==> config.mk <==
export PLATFORM = sky130hd
export DESIGN_NAME = blf_ctrl
export DESIGN_NICKNAME = d
export VERILOG_FILES = /design/src/blf_pkg.sv /design/src/blf_ctrl.sv
export SDC_FILE = /design/constraint.sdc
export NUM_CORES = 1
export LEC_CHECK = 0
export ABC_CLOCK_PERIOD_IN_PS = 10900
export BUFFER_PORTS_ARGS = -buffer_cell sky130_fd_sc_hd__buf_2
export CAP_MARGIN = 0
export CORE_AREA = 4 4 158 160
export DETAILED_ROUTE_END_ITERATION = 16
export DIE_AREA = 0 0 162 164
export PLACE_DENSITY = 0.84
export SYNTH_ARGS = -nofsm -noshare
export SYNTH_HDL_FRONTEND = slang
export SYNTH_SLANG_ARGS = --single-unit
==> constraint.sdc <==
create_clock -name i_clk -period 10.9 [get_ports i_clk]
set_clock_uncertainty 0.2 [all_clocks]
set_input_delay 0.545 -clock i_clk [delete_from_list [all_inputs] [get_ports i_clk]]
set_output_delay 0.545 -clock i_clk [all_outputs]
set_load 0.05 [all_outputs]
==> src/blf_pkg.sv <==
// Shared constants, types and tables of the bilateral luma filter.
package blf_pkg;

    localparam int MAX_RADIUS  = 10;
    localparam int MAX_WIDTH   = 2048;
    localparam int MAX_HEIGHT  = 4096;
    localparam int WEIGHT_BITS = 16;

    localparam int LS_ROWS  = 2 * MAX_RADIUS + 1;
    localparam int SW_DEPTH = 2 * MAX_RADIUS * MAX_RADIUS + 1;
    localparam int LS_DEPTH = LS_ROWS * MAX_WIDTH;
    localparam int LS_AW    = $clog2(LS_DEPTH);
    localparam int SW_AW    = $clog2(SW_DEPTH);
    localparam int COL_W    = $clog2(MAX_WIDTH);
    localparam int ROW_W    = $clog2(MAX_HEIGHT);
    localparam int RMOD_W   = $clog2(LS_ROWS);
    localparam int DXY_W    = $clog2(MAX_RADIUS + 1);
    localparam int WID_W    = 12;
    localparam int HGT_W    = 13;
    localparam int RAD_W    = 4;
    localparam int CFG_DW   = 13;
    localparam int LUMA_W   = 16;
    localparam int NUM_W    = 42;
    localparam int NORM_W   = 26;
    localparam int DIV_STEPS = LUMA_W;
    localparam int DIVC_W   = $clog2(DIV_STEPS);
    localparam int BT601_LIMIT = 800;

    typedef enum logic [1:0] {
        FUNC_PIXEL = 2'd0,
        FUNC_DRAIN = 2'd1,
        FUNC_LOAD  = 2'd2,
        FUNC_NONE  = 2'd3
    } t_func;

    typedef enum logic [1:0] {
        CFG_FORMAT = 2'd0,
        CFG_WIDTH  = 2'd1,
        CFG_HEIGHT = 2'd2,
        CFG_RADIUS = 2'd3
    } t_cfg_idx;

    typedef struct packed {
        logic                 wr_en;
        logic [LS_AW-1:0]     wr_addr;
        logic                 sw_wr;
        logic                 rd_en;
        logic                 rd_ref;
        logic [LS_AW-1:0]     rd_addr;
        logic [SW_AW-1:0]     rd_si;
        logic                 div_load;
        logic                 div_step;
        logic                 conv;
        logic                 out_load;
        logic                 last;
        logic                 fmt;
        logic                 msel;
    } t_cmd;

    typedef struct packed {
        logic pipe_busy;
        logic out_free;
    } t_stat;

    typedef logic [255:0][WEIGHT_BITS-1:0] t_rng_rom;

    // Range weights exp(-(d/255)^2/0.02) built by the same fixed point recurrence
    // that defines them, evaluated once at elaboration.
    function automatic t_rng_rom f_range_rom();
        logic [63:0] e;
        logic [63:0] m;
        logic [63:0] q2;
        logic [63:0] v;
        t_rng_rom    rom;
        e  = 64'h1_0000_0000;
        m  = 64'd4291666015;
        q2 = (m * m) >> 32;
        for (int d = 0; d < 256; d++) begin
            if (d > 0) begin
                e = (e * m) >> 32;
                m = (m * q2) >> 32;
            end
            v = (e + (64'd1 << (31 - WEIGHT_BITS))) >> (32 - WEIGHT_BITS);
            rom[d] = (v > 64'((1 << WEIGHT_BITS) - 1)) ? {WEIGHT_BITS{1'b1}}
                                                      : v[WEIGHT_BITS-1:0];
        end
        return rom;
    endfunction

endpackage

==> src/blf_ctrl.sv <==
// Controller: registers, raster counters and the window sequencer.
module blf_ctrl (
    input  logic                        i_clk,
    input  logic                        i_rst_n,
    input  logic                        i_in_valid,
    output logic                        o_in_ready,
    input  blf_pkg::t_func              i_func,
    input  logic                        i_cfg_valid,
    output logic                        o_cfg_ready,
    input  blf_pkg::t_cfg_idx           i_cfg_index,
    input  logic [blf_pkg::CFG_DW-1:0]  i_cfg_data,
    input  blf_pkg::t_stat              i_stat,
    output blf_pkg::t_cmd               o_cmd
);
    import blf_pkg::*;

    typedef enum logic [7:0] {
        S_IDLE  = 8'b0000_0001,
        S_CHECK = 8'b0000_0010,
        S_REF   = 8'b0000_0100,
        S_TAPS  = 8'b0000_1000,
        S_DRAIN = 8'b0001_0000,
        S_DIV   = 8'b0010_0000,
        S_CONV  = 8'b0100_0000,
        S_OUT   = 8'b1000_0000
    } t_state;

    t_state              r_state, n_state;
    logic                r_fmt, n_fmt;
    logic [WID_W-1:0]    r_width, n_width;
    logic [HGT_W-1:0]    r_height, n_height;
    logic [RAD_W-1:0]    r_radius, n_radius;
    logic [COL_W-1:0]    r_icol, n_icol, r_ocol, n_ocol;
    logic [ROW_W-1:0]    r_irow, n_irow, r_orow, n_orow;
    logic [RMOD_W-1:0]   r_irmod, n_irmod, r_ormod, n_ormod;
    logic                r_ahead, n_ahead;
    logic [COL_W-1:0]    r_x, n_x, r_x0, n_x0, r_nc, n_nc;
    logic [ROW_W-1:0]    r_y, n_y, r_nr, n_nr;
    logic [RMOD_W-1:0]   r_ymod, n_ymod;
    logic [DIVC_W-1:0]   r_dcnt, n_dcnt;

    logic [WID_W-1:0]    w_eff, w_m1, nc_sum;
    logic [HGT_W-1:0]    h_eff, h_m1, nr_sum;
    logic [RAD_W-1:0]    rad_eff;
    logic [ROW_W-1:0]    nr, y0;
    logic [COL_W-1:0]    nc, x0;
    logic [DXY_W-1:0]    dyoff, dx, dy;
    logic [RMOD_W-1:0]   ymod0;
    logic                emit, in_acc, cfg_acc;

    assign o_in_ready  = (r_state == S_IDLE);
    assign o_cfg_ready = 1'b1;
    assign in_acc      = i_in_valid && o_in_ready;
    assign cfg_acc     = i_cfg_valid;

    always_comb begin
        if (r_width == '0) w_eff = WID_W'(1);
        else if (r_width > WID_W'(MAX_WIDTH)) w_eff = WID_W'(MAX_WIDTH);
        else w_eff = r_width;
        if (r_height == '0) h_eff = HGT_W'(1);
        else if (r_height > HGT_W'(MAX_HEIGHT)) h_eff = HGT_W'(MAX_HEIGHT);
        else h_eff = r_height;
        rad_eff = (r_radius > RAD_W'(MAX_RADIUS)) ? RAD_W'(MAX_RADIUS) : r_radius;
        w_m1   = w_eff - WID_W'(1);
        h_m1   = h_eff - HGT_W'(1);
        nr_sum = HGT_W'(r_orow) + HGT_W'(rad_eff);
        nc_sum = WID_W'(r_ocol) + WID_W'(rad_eff);
        nr = (nr_sum > h_m1) ? h_m1[ROW_W-1:0] : nr_sum[ROW_W-1:0];
        nc = (nc_sum > w_m1) ? w_m1[COL_W-1:0] : nc_sum[COL_W-1:0];
        y0 = (r_orow > ROW_W'(rad_eff)) ? r_orow - ROW_W'(rad_eff) : '0;
        x0 = (r_ocol > COL_W'(rad_eff)) ? r_ocol - COL_W'(rad_eff) : '0;
        dyoff = DXY_W'(r_orow - y0);
        if (r_ormod >= RMOD_W'(dyoff)) ymod0 = r_ormod - RMOD_W'(dyoff);
        else ymod0 = RMOD_W'(6'(r_ormod) + 6'(LS_ROWS) - 6'(dyoff));
        // Outputs wait until the bottom right corner of their window is in.
        emit = r_ahead || (nr < r_irow) || ((nr == r_irow) && (nc < r_icol));
        dx = (r_x >= r_ocol) ? DXY_W'(r_x - r_ocol) : DXY_W'(r_ocol - r_x);
        dy = (r_y >= r_orow) ? DXY_W'(r_y - r_orow) : DXY_W'(r_orow - r_y);
    end

    always_comb begin
        n_state = r_state;
        n_fmt = r_fmt; n_width = r_width; n_height = r_height; n_radius = r_radius;
        n_icol = r_icol; n_irow = r_irow; n_irmod = r_irmod;
        n_ocol = r_ocol; n_orow = r_orow; n_ormod = r_ormod; n_ahead = r_ahead;
        n_x = r_x; n_x0 = r_x0; n_nc = r_nc; n_y = r_y; n_nr = r_nr; n_ymod = r_ymod;
        n_dcnt = r_dcnt;

        o_cmd          = '0;
        o_cmd.fmt      = r_fmt;
        o_cmd.msel     = (w_eff < WID_W'(BT601_LIMIT));
        o_cmd.wr_addr  = LS_AW'(LS_AW'(r_irmod) * LS_AW'(MAX_WIDTH) + LS_AW'(r_icol));
        o_cmd.last     = (r_orow == h_m1[ROW_W-1:0]) && (r_ocol == w_m1[COL_W-1:0]);
        o_cmd.rd_si    = SW_AW'(8'({4'b0, dx} * {4'b0, dx}) + 8'({4'b0, dy} * {4'b0, dy}));

        unique case (r_state)
            S_IDLE: begin
                if (in_acc) begin
                    o_cmd.wr_en = (i_func == FUNC_PIXEL);
                    o_cmd.sw_wr = (i_func == FUNC_LOAD);
                    if (i_func == FUNC_PIXEL) begin
                        if (WID_W'(r_icol) + WID_W'(1) >= w_eff) begin
                            n_icol = '0;
                            if (HGT_W'(r_irow) + HGT_W'(1) >= h_eff) begin
                                n_irow  = '0;
                                n_irmod = '0;
                                n_ahead = 1'b1;
                            end else begin
                                n_irow  = r_irow + ROW_W'(1);
                                n_irmod = (r_irmod == RMOD_W'(LS_ROWS - 1)) ? '0
                                        : r_irmod + RMOD_W'(1);
                            end
                        end else begin
                            n_icol = r_icol + COL_W'(1);
                        end
                    end
                    if (i_func == FUNC_PIXEL || i_func == FUNC_DRAIN) n_state = S_CHECK;
                end
            end
            S_CHECK: begin
                if (emit) begin
                    n_nr = nr; n_nc = nc; n_x0 = x0;
                    n_x = x0; n_y = y0; n_ymod = ymod0;
                    n_state = S_REF;
                end else begin
                    n_state = S_IDLE;
                end
            end
            S_REF: begin
                o_cmd.rd_en   = 1'b1;
                o_cmd.rd_ref  = 1'b1;
                o_cmd.rd_addr = LS_AW'(LS_AW'(r_ormod) * LS_AW'(MAX_WIDTH) + LS_AW'(r_ocol));
                n_state = S_TAPS;
            end
            S_TAPS: begin
                o_cmd.rd_en   = 1'b1;
                o_cmd.rd_addr = LS_AW'(LS_AW'(r_ymod) * LS_AW'(MAX_WIDTH) + LS_AW'(r_x));
                if (r_x == r_nc) begin
                    n_x = r_x0;
                    if (r_y == r_nr) begin
                        n_state = S_DRAIN;
                    end else begin
                        n_y = r_y + ROW_W'(1);
                        n_ymod = (r_ymod == RMOD_W'(LS_ROWS - 1)) ? '0 : r_ymod + RMOD_W'(1);
                    end
                end else begin
                    n_x = r_x + COL_W'(1);
                end
            end
            S_DRAIN: begin
                if (!i_stat.pipe_busy) begin
                    o_cmd.div_load = 1'b1;
                    n_dcnt  = '0;
                    n_state = S_DIV;
                end
            end
            S_DIV: begin
                o_cmd.div_step = 1'b1;
                n_dcnt = r_dcnt + DIVC_W'(1);
                if (r_dcnt == DIVC_W'(DIV_STEPS - 1)) n_state = S_CONV;
            end
            S_CONV: begin
                o_cmd.conv = 1'b1;
                n_state = S_OUT;
            end
            S_OUT: begin
                if (i_stat.out_free) begin
                    o_cmd.out_load = 1'b1;
                    n_state = S_IDLE;
                    if (WID_W'(r_ocol) + WID_W'(1) >= w_eff) begin
                        n_ocol = '0;
                        if (HGT_W'(r_orow) + HGT_W'(1) >= h_eff) begin
                            n_orow  = '0;
                            n_ormod = '0;
                            n_ahead = 1'b0;
                        end else begin
                            n_orow  = r_orow + ROW_W'(1);
                            n_ormod = (r_ormod == RMOD_W'(LS_ROWS - 1)) ? '0
                                    : r_ormod + RMOD_W'(1);
                        end
                    end else begin
                        n_ocol = r_ocol + COL_W'(1);
                    end
                end
            end
            default: n_state = S_IDLE;
        endcase

        // Geometry writes restart the frame.
        if (cfg_acc) begin
            unique case (i_cfg_index)
                CFG_FORMAT: n_fmt    = i_cfg_data[0];
                CFG_WIDTH:  n_width  = i_cfg_data[WID_W-1:0];
                CFG_HEIGHT: n_height = i_cfg_data[HGT_W-1:0];
                CFG_RADIUS: n_radius = i_cfg_data[RAD_W-1:0];
                default:    n_fmt    = r_fmt;
            endcase
            if (i_cfg_index != CFG_FORMAT) begin
                n_icol = '0; n_irow = '0; n_irmod = '0;
                n_ocol = '0; n_orow = '0; n_ormod = '0; n_ahead = 1'b0;
            end
        end
    end

    always_ff @(posedge i_clk) begin
        if (!i_rst_n) begin
            r_state  <= S_IDLE;
            r_fmt    <= 1'b0;
            r_width  <= WID_W'(1920);
            r_height <= HGT_W'(1080);
            r_radius <= RAD_W'(3);
            r_icol   <= '0; r_irow <= '0; r_irmod <= '0;
            r_ocol   <= '0; r_orow <= '0; r_ormod <= '0;
            r_ahead  <= 1'b0;
        end else begin
            r_state  <= n_state;
            r_fmt    <= n_fmt;
            r_width  <= n_width;
            r_height <= n_height;
            r_radius <= n_radius;
            r_icol   <= n_icol; r_irow <= n_irow; r_irmod <= n_irmod;
            r_ocol   <= n_ocol; r_orow <= n_orow; r_ormod <= n_ormod;
            r_ahead  <= n_ahead;
        end
    end

    always_ff @(posedge i_clk) begin
        r_x <= n_x; r_x0 <= n_x0; r_nc <= n_nc;
        r_y <= n_y; r_nr <= n_nr; r_ymod <= n_ymod;
        r_dcnt <= n_dcnt;
    end

    a_tap_in_window: assert property (@(posedge i_clk) disable iff (!i_rst_n)
        (r_state == S_TAPS) |-> (r_x <= r_nc && r_y <= r_nr))
        else $error("tap outside the window");
    a_pixel_checks: assert property (@(posedge i_clk) disable iff (!i_rst_n)
        (in_acc && (i_func == FUNC_PIXEL || i_func == FUNC_DRAIN)) |=> (r_state == S_CHECK))
        else $error("pixel or drain beat did not check for an output");
    a_div_after_drain: assert property (@(posedge i_clk) disable iff (!i_rst_n)
        o_cmd.div_load |-> !i_stat.pipe_busy)
        else $error("division started before the sums settled");
    a_row_mod_range: assert property (@(posedge i_clk) disable iff (!i_rst_n)
        (r_irmod < RMOD_W'(LS_ROWS)) && (r_ormod < RMOD_W'(LS_ROWS)))
        else $error("line store row index out of range");
endmodule

# Word level (Yosys, flattened, before mapping)
# Cells that the tools add are included.
[totals]
wordCells = 221
in_bits = 23
ff_bits = 161
[op_classes]
reduce_logical = 23
n_eq_ne = 31
n_lt_le_gt_ge = 17
n_mul = 2
n_mux = 97
n_addsub = 32
[op_table]
columns = ["operator", "n"]
rows = [
  ["$mux W12", 20],
  ["$mux W11", 15],
  ["$mux W5", 20],
  ["$pmux W8 S8", 1],
  ["$mux W8", 7],
  ["$add A16 B11 Y16", 3],
  ["$add A12 B1 Y12 const B", 3],
  ["$eq A12 B12 Y1", 3],
  ["$ge A12 B12 Y1", 3],
  ["$add A11 B1 Y11 const B", 3],
  ["$pmux W16 S2", 1],
  ["$add A12 B1 Y13 const B", 2],
  ["$ge A13 B13 Y1", 2],
  ["$mux W13", 2],
  ["$add A11 B1 Y12 const B", 2],
  ["$pmux W12 S2", 1],
  ["$eq A11 B11 Y1", 2],
  ["$pmux W11 S2", 1],
  ["$mux W1", 21],
  ["$sub A4 B4 Y4", 5],
  ["$mul A4 B4 Y8", 2],
  ["$mux W4", 4],
  ["$add A5 B1 Y5 const B", 3],
  ["$eq A5 B5 Y1 const B", 3],
  ["other kinds (49)", 73],
]

# Depth between registers and ports, before layout
[depth]
depth_word = 11
ltp_mapped = 28
mapped_depth_nobuf = 27

# Worst setup path before layout
# OpenSTA, ideal clock, no wires.
[synth_timing]
kind = "reg2reg"
from = "register r_width[8]"
to = "register r_y[0] (enable)"
arrival_ns = 7.337
setup_slack_ns = 2.964
path_stages_with_launch = 26
required_time_ns = 10.301
n_path_buf = 3
setup_ns = 0.399
synth_period_minus_slack_ns = 7.936
cell_sequence = "dfxtp_1 -> clkbuf_1 -> or4_1 -> nor4_1 -> nor2_1 -> nor2_1 -> inv_1 -> ha_1 -> clkbuf_1 -> and2b_2 -> o21a_1 -> ha_1 -> nand4_1 -> a211o_1 -> a31oi_1 -> clkbuf_1 -> a21oi_1 -> ha_1 -> a21o_1 -> a21o_1 -> a2111oi_0 -> nand3_1 -> o211ai_1 -> nand2_1 -> inv_1 -> a2bb2oi_1"
[synth_between]
elab_chain_cells = 11
[synth_lines]
columns = ["item", "line_no", "text"]
rows = [
  ["start, declared", "blf_ctrl.sv:30", "logic [WID_W-1:0] r_width, n_width;"],
  ["start signal, assigned", "blf_ctrl.sv:218", "r_width <= n_width;"],
  ["$gt A12 B12 Y1", "blf_ctrl.sv:58", "else if (r_width > WID_W'(MAX_WIDTH)) w_eff = WID_W'(MAX_WIDTH);"],
  ["$mux W12", "blf_ctrl.sv:58", ""],
  ["$mux W12 (*)", "blf_ctrl.sv:57", "if (r_width == '0) w_eff = WID_W'(1);"],
  ["$sub A12 B1 Y12 (*)", "blf_ctrl.sv:64", "w_m1 = w_eff - WID_W'(1);"],
  ["$gt A12 B12 Y1", "blf_ctrl.sv:69", "nc = (nc_sum > w_m1) ? w_m1[COL_W-1:0] : nc_sum[COL_W-1:0];"],
  ["$mux W11 (*)", "blf_ctrl.sv:69", ""],
  ["via nc[8]", "blf_ctrl.sv:46", "logic [COL_W-1:0] nc, x0;"],
  ["$lt A11 B11 Y1 (*)", "blf_ctrl.sv:76", "emit = r_ahead || (nr < r_irow) || ((nr == r_irow) && (nc < r_icol));"],
  ["$logic_and A1 B1 Y1 (*)", "blf_ctrl.sv:76", ""],
  ["$logic_or A1 B1 Y1 (*)", "blf_ctrl.sv:76", ""],
  ["$ne A2 B2 Y1 (no source line) (*)", "n/a", ""],
  ["$reduce_and A4 Y1 (no source line) (*)", "n/a", ""],
  ["end signal, assigned", "blf_ctrl.sv:229", "r_y <= n_y; r_nr <= n_nr; r_ymod <= n_ymod;"],
  ["end, declared", "blf_ctrl.sv:38", "logic [ROW_W-1:0] r_y, n_y, r_nr, n_nr;"],
]
# Mark *: on every way through the listed nets, which the timed path passes. The rest lies on a longest branch.
# A chain may end at the register's enable or synchronous reset.

# Final worst setup path
[layout_timing]
from = "register r_height[3]"
to = "register r_ymod[2] (enable)"
[layout_between]
elab_chain_cells = 11
[layout_lines]
columns = ["item", "line_no", "text"]
rows = [
  ["start, declared", "blf_ctrl.sv:31", "logic [HGT_W-1:0] r_height, n_height;"],
  ["start signal, assigned", "blf_ctrl.sv:219", "r_height <= n_height;"],
  ["$gt A13 B13 Y1", "blf_ctrl.sv:61", "else if (r_height > HGT_W'(MAX_HEIGHT)) h_eff = HGT_W'(MAX_HEIGHT);"],
  ["$mux W13", "blf_ctrl.sv:61", ""],
  ["$mux W13 (*)", "blf_ctrl.sv:60", "if (r_height == '0) h_eff = HGT_W'(1);"],
  ["$sub A13 B1 Y13 (*)", "blf_ctrl.sv:65", "h_m1 = h_eff - HGT_W'(1);"],
  ["$gt A13 B13 Y1", "blf_ctrl.sv:68", "nr = (nr_sum > h_m1) ? h_m1[ROW_W-1:0] : nr_sum[ROW_W-1:0];"],
  ["$mux W12 (*)", "blf_ctrl.sv:68", ""],
  ["via nr[10]", "blf_ctrl.sv:45", "logic [ROW_W-1:0] nr, y0;"],
  ["$lt A12 B12 Y1 or $eq A12 B12 Y1 (tied branches)", "blf_ctrl.sv:76", ""],
  ["$logic_or A1 B1 Y1 or $logic_and A1 B1 Y1 (tied branches)", "blf_ctrl.sv:76", ""],
  ["$logic_or A1 B1 Y1 (*)", "blf_ctrl.sv:76", ""],
  ["$ne A2 B2 Y1 (no source line) (*)", "n/a", ""],
  ["$reduce_and A4 Y1 (no source line) (*)", "n/a", ""],
  ["end signal, assigned", "blf_ctrl.sv:229", ""],
  ["end, declared", "blf_ctrl.sv:39", "logic [RMOD_W-1:0] r_ymod, n_ymod;"],
]
# Marked as above.

==> impl.org <==
** Finish
- For this run, the number of standard cells in the final layout without fillers is 2,151.
- In the final layout, the share of cells above drive strength 1 is 8.079%.
- The net count of the finished layout is 2,051.
- Register Area :: 3884 um2
- The multi-input combinational cells in the finished layout cover a total of 10,080 um2.
- Count of antenna diodes in the layout :: 0
- Filler cell count :: 1,948
- Area overhead of the layout relative to synthesis :: 7.268%

** GRT
- Entering global routing, the biggest net connects 47 pins.
- Total Routing Usage GR :: 31.63%
- GR Layer Usage met3 :: 5.094%
- For this run the aggregate overflow at the end of global routing stands at 0.
- The global routing stage identified its most utilized layer as met2.
- Number of antenna violations at the first check in global routing :: 0
- Vias in the first global route :: 12.62k
- In the global route stage, met2 resource usage came out at 49.37%.
- For met1 alone, demand over resource in global routing was 44.23%.
- First-pass GRT wire length :: 67,490 um

** STA
- In this run the tightest slew margin relative to its limit is 33.15%.
- Summed over all failing endpoints, the final setup total negative slack is 0 ns.
- Minimum period implied by the final worst setup slack :: 8.169 ns
- Max-slew violation count :: 0
- Transition at the pin with the smallest max-transition slack :: 0.9990 ns
- After layout, the worst path uses 74.95% of the clock period.
- Unrepaired setup endpoints after global routing :: false
- The count of endpoints failing hold in the final timing report is 0.
- Derived from the worst setup path, the maximum achievable clock frequency is 0.1224 GHz.
- Setup violations remaining at the end of the flow were counted as 0.

** Synth
- Number of synthesized flops with an enable pin :: 66
- Among all flip-flop cells after synthesis, the most frequent one is dfxtp_1.
- The synthesized design contains 161 register bits.
- Sequential element share of the synthesized area :: 26.14%
- Avg Synthesized Cell Area :: 8.268 um2
- Post-Syn Instances :: 1,797
- Async set or reset register ratio after synthesis :: 0%
- Synth warnings :: 0
- Mapped cell area :: 14,860 um2
- The number of different library cells used by synthesis comes to 77.

** Place
- At the end of routability-driven placement, the weighted congestion stood at 1.032.
- Placed cell count :: 2,119
- Quantity of I/O buffers inserted on ports :: 74
- After legalization and detailed placement, the total HPWL measured 32,960 um.

** Clock network
- Setup repair bufs after CTS :: 0
- Maximum level of the CTS H-tree :: 4
- Number of buffers inserted during clock tree synthesis :: 17
- Clock Sink Count :: 161
- After clock tree synthesis, the clock-pin slew on the worst setup and hold paths is 0.07 ns.
- Hold repair after CTS inserted 0 buffers.
- Counting along the longest clock path gives a buffer depth of 2.
- Worst-skew pair later-pin latency :: 0.44 ns
- Clock tree synthesis selected as its root buffer the cell clkbuf_16.
- CTS tree :: yes
- Gates resized during post-CTS repair numbered 0.

** Detailed routing
- ANT nets after route :: 0
- Average vias per placed instance :: 6.283
- In this run, the number of DRC markers left after iteration 0 of detailed routing was 1,589.
- The first detailed-routing pass ran for 9 iterations.
- In the routed design, unresolved DRC markers number 0.
- Vias :: 13.51k
- In the final routed layout, each cell accounts on average for 19.69 um.
- The final layout contains routed wiring with a total length of 42,360 um.

** Status
- Status :: complete, no violations

** Power
- Leakage Power :: 0.006555 uW
- IR drop worst, VDD :: 468.1 uV
- Pwr dens :: 136.4 nW/um2

** Setup path
- Startpoint type of the worst setup path :: flip-flop
- Counting cells, the worst reg-to-reg path comes to 26.
- For the worst setup path, the data arrival time is 8.09 ns.
- In this run the worst setup path begins at r_height[3].
- The worst register-to-register path ends at r_ymod[2].
- Crit path capture type :: flip-flop
- Along the worst path, the maximum fanout reaches 24.
- The worst register-to-register path begins at r_height[3].
- Across all register-to-register paths, the minimum setup slack is 2.73 ns.
- Critical path start-end classification :: reg -> reg
- Data required time of the critical path :: 10.82 ns

** Hold path
- Worst hold path depth :: 3
- Class of the tightest hold or removal check :: in -> reg
- For hold timing, the worst endpoint is r_height[4].
- In this run the most critical hold path is launched from i_cfg_data[4].

** Floorplanning
- Area of the die :: 26,570 um2
- From left edge to right edge, the die measures 162 um.
- Starting Density :: 63.48%
- FP Rows :: 56
- Die boundary height :: 164 um
- The region available for standard cell placement spans 23,400 um2.
- Top-Level Pins :: 76

** Flow run
- The tool flagged a number of max-cap violations equal to 0.
## report_power, final
part	switching (uW)	internal (uW)	total, uW
clock	296	307	603
combinational	603	279	882
sequential	36.3	652	689
total	935	1240	2170
## cell usage after synthesis (all sizes together), types with 22 or more instances
cell type	n	area, um2
xnor2	105	919.6
fa	22	440.4
nand2	176	660.6
mux2i	30	300.3
edfxtp	66	1982
nand4	24	150.1
ha	187	2340
nor4	25	171.4
a21oi	140	704.4
o21ai	103	515.5
and3	22	138.9
nand2b	24	150.1
nor3	45	230.2
nand3	79	395.4
a21o	28	210.2
dfxtp	95	1902
xor2	55	481.7
nor2	107	401.6
inv	132	495.5
clkbuf	74	327.8
## worst max-delay path: stages, from the launching register on
cell,delay [ns]
dfxtp_1,0.44
nor4_1,0.53
nand3_1,0.28
a21oi_1,0.49
inv_1,0.12
ha_1,0.39
xor2_1,0.37
ha_1,0.31
o21a_1,0.11
o21a_1,0.16
o211ai_1,0.17
a21oi_1,0.09
o21ai_0,0.16
a21oi_1,0.09
buf_4,0.21
mux2i_1,0.19
ha_1,0.35
nand4_1,0.10
or2_2,0.33
a2111oi_0,0.59
nand3_1,0.14
o211ai_1,0.27
nand2_1,0.13
inv_1,0.69
buf_4,0.36
a2bb2oi_1,0.27
buf_4,0.31
## cell type report
type                            count  share of cell area, %
Multi-Input combinational cell   1413                  63.23
Sequential cell                   161                  24.37
Inverter                          140                  3.297
Timing Repair Buffer               86                  2.889
Clock buffer                       17                  2.669
Tap cell                          319                  2.505
Clock inverter                     15                  1.044
## how the worst max path moves through the flow
stage / endpoint
after floorplan: r_y[0]
after global placement: r_y[6]
after detailed placement: r_y[6]
after CTS: r_ymod[1]
after global routing: r_y[3]
final: r_ymod[2]
## stage by stage
stage | hold WS [ns] | utilization (%) | worst slack [ns] | instance area (um2) | total power, uW
5_1_grt | 0.1624 | 68.10 | 2.057 | 15940 | 2281
4_1_cts | 0.1485 | 68.10 | 2.797 | 15940 | 2178
6_report | 0.1556 | 68.10 | 2.731 | 15940 | 2173
3_3_place_gp | 0.2575 | 65.57 | 3.159 | 15340 | 1553
3_5_place_dp | 0.2714 | 65.57 | 2.823 | 15340 | 1581
2_1_floorplan | 0.2360 | - | 2.964 | 14860 | 1393
## placed cells by master (no fill, tap or decap), drive strengths merged, types with 8 or more instances in the layout
| master | instances |
|---|---|
| nor2b | 19 |
| edfxtp | 66 |
| inv | 139 |
| o21ai | 103 |
| nor2 | 107 |
| nor3 | 45 |
| xor2 | 55 |
| buf | 86 |
| nor3b | 9 |
| and3 | 22 |
| nand4b | 8 |
| and2 | 11 |
| ha | 187 |
| fa | 22 |
| a22o | 12 |
| or4 | 8 |
| nand4 | 24 |
| nand2 | 176 |
| o21a | 14 |
| a211oi | 10 |
| a31oi | 8 |
| o211ai | 10 |
| mux2i | 30 |
| clkinv | 14 |
| nor4 | 25 |
| a21boi | 19 |
| a21oi | 140 |
| dfxtp | 95 |
| nand3 | 79 |
| xnor2 | 105 |
| a21o | 28 |
| o22ai | 13 |
| or3 | 13 |
| or2 | 8 |
| clkbuf | 17 |
| nand2b | 24 |
## per-layer routing
| metal | vias up | part of all wire [%] |
|---|---|---|
| li1 | 6427 | - |
| met1 | 6224 | 42 |
| met2 | 735 | 44 |
| met3 | 128 | 9.8 |
| met4 | 0 | 4.1 |
| met5 | - | 0 |
## registers in the layout (all words and copies together), names as in the netlist, 11 cells and up
signal    flops
r_height     13
r_icol       11
r_irow       12
r_nc         11
r_nr         12
r_ocol       11
r_orow       12
r_width      12
r_x          11
r_x0         11
r_y          12
## logic make-up after synthesis
kind of cell / after synthesis / share of synthesized area (%)
AOI/OAI and AO/OA: 412 / 17.15
xor gates and xnor gates: 160 / 9.432
adders and majority gates: 209 / 18.71
buffers and inverters: 224 / 6.131
DFF: 161 / 26.14
muxes: 34 / 2.350
other: 1 / 0.02524
and+or+nand+nor: 596 / 20.06
No activity file was read; power rests on OpenSTA's default activity.
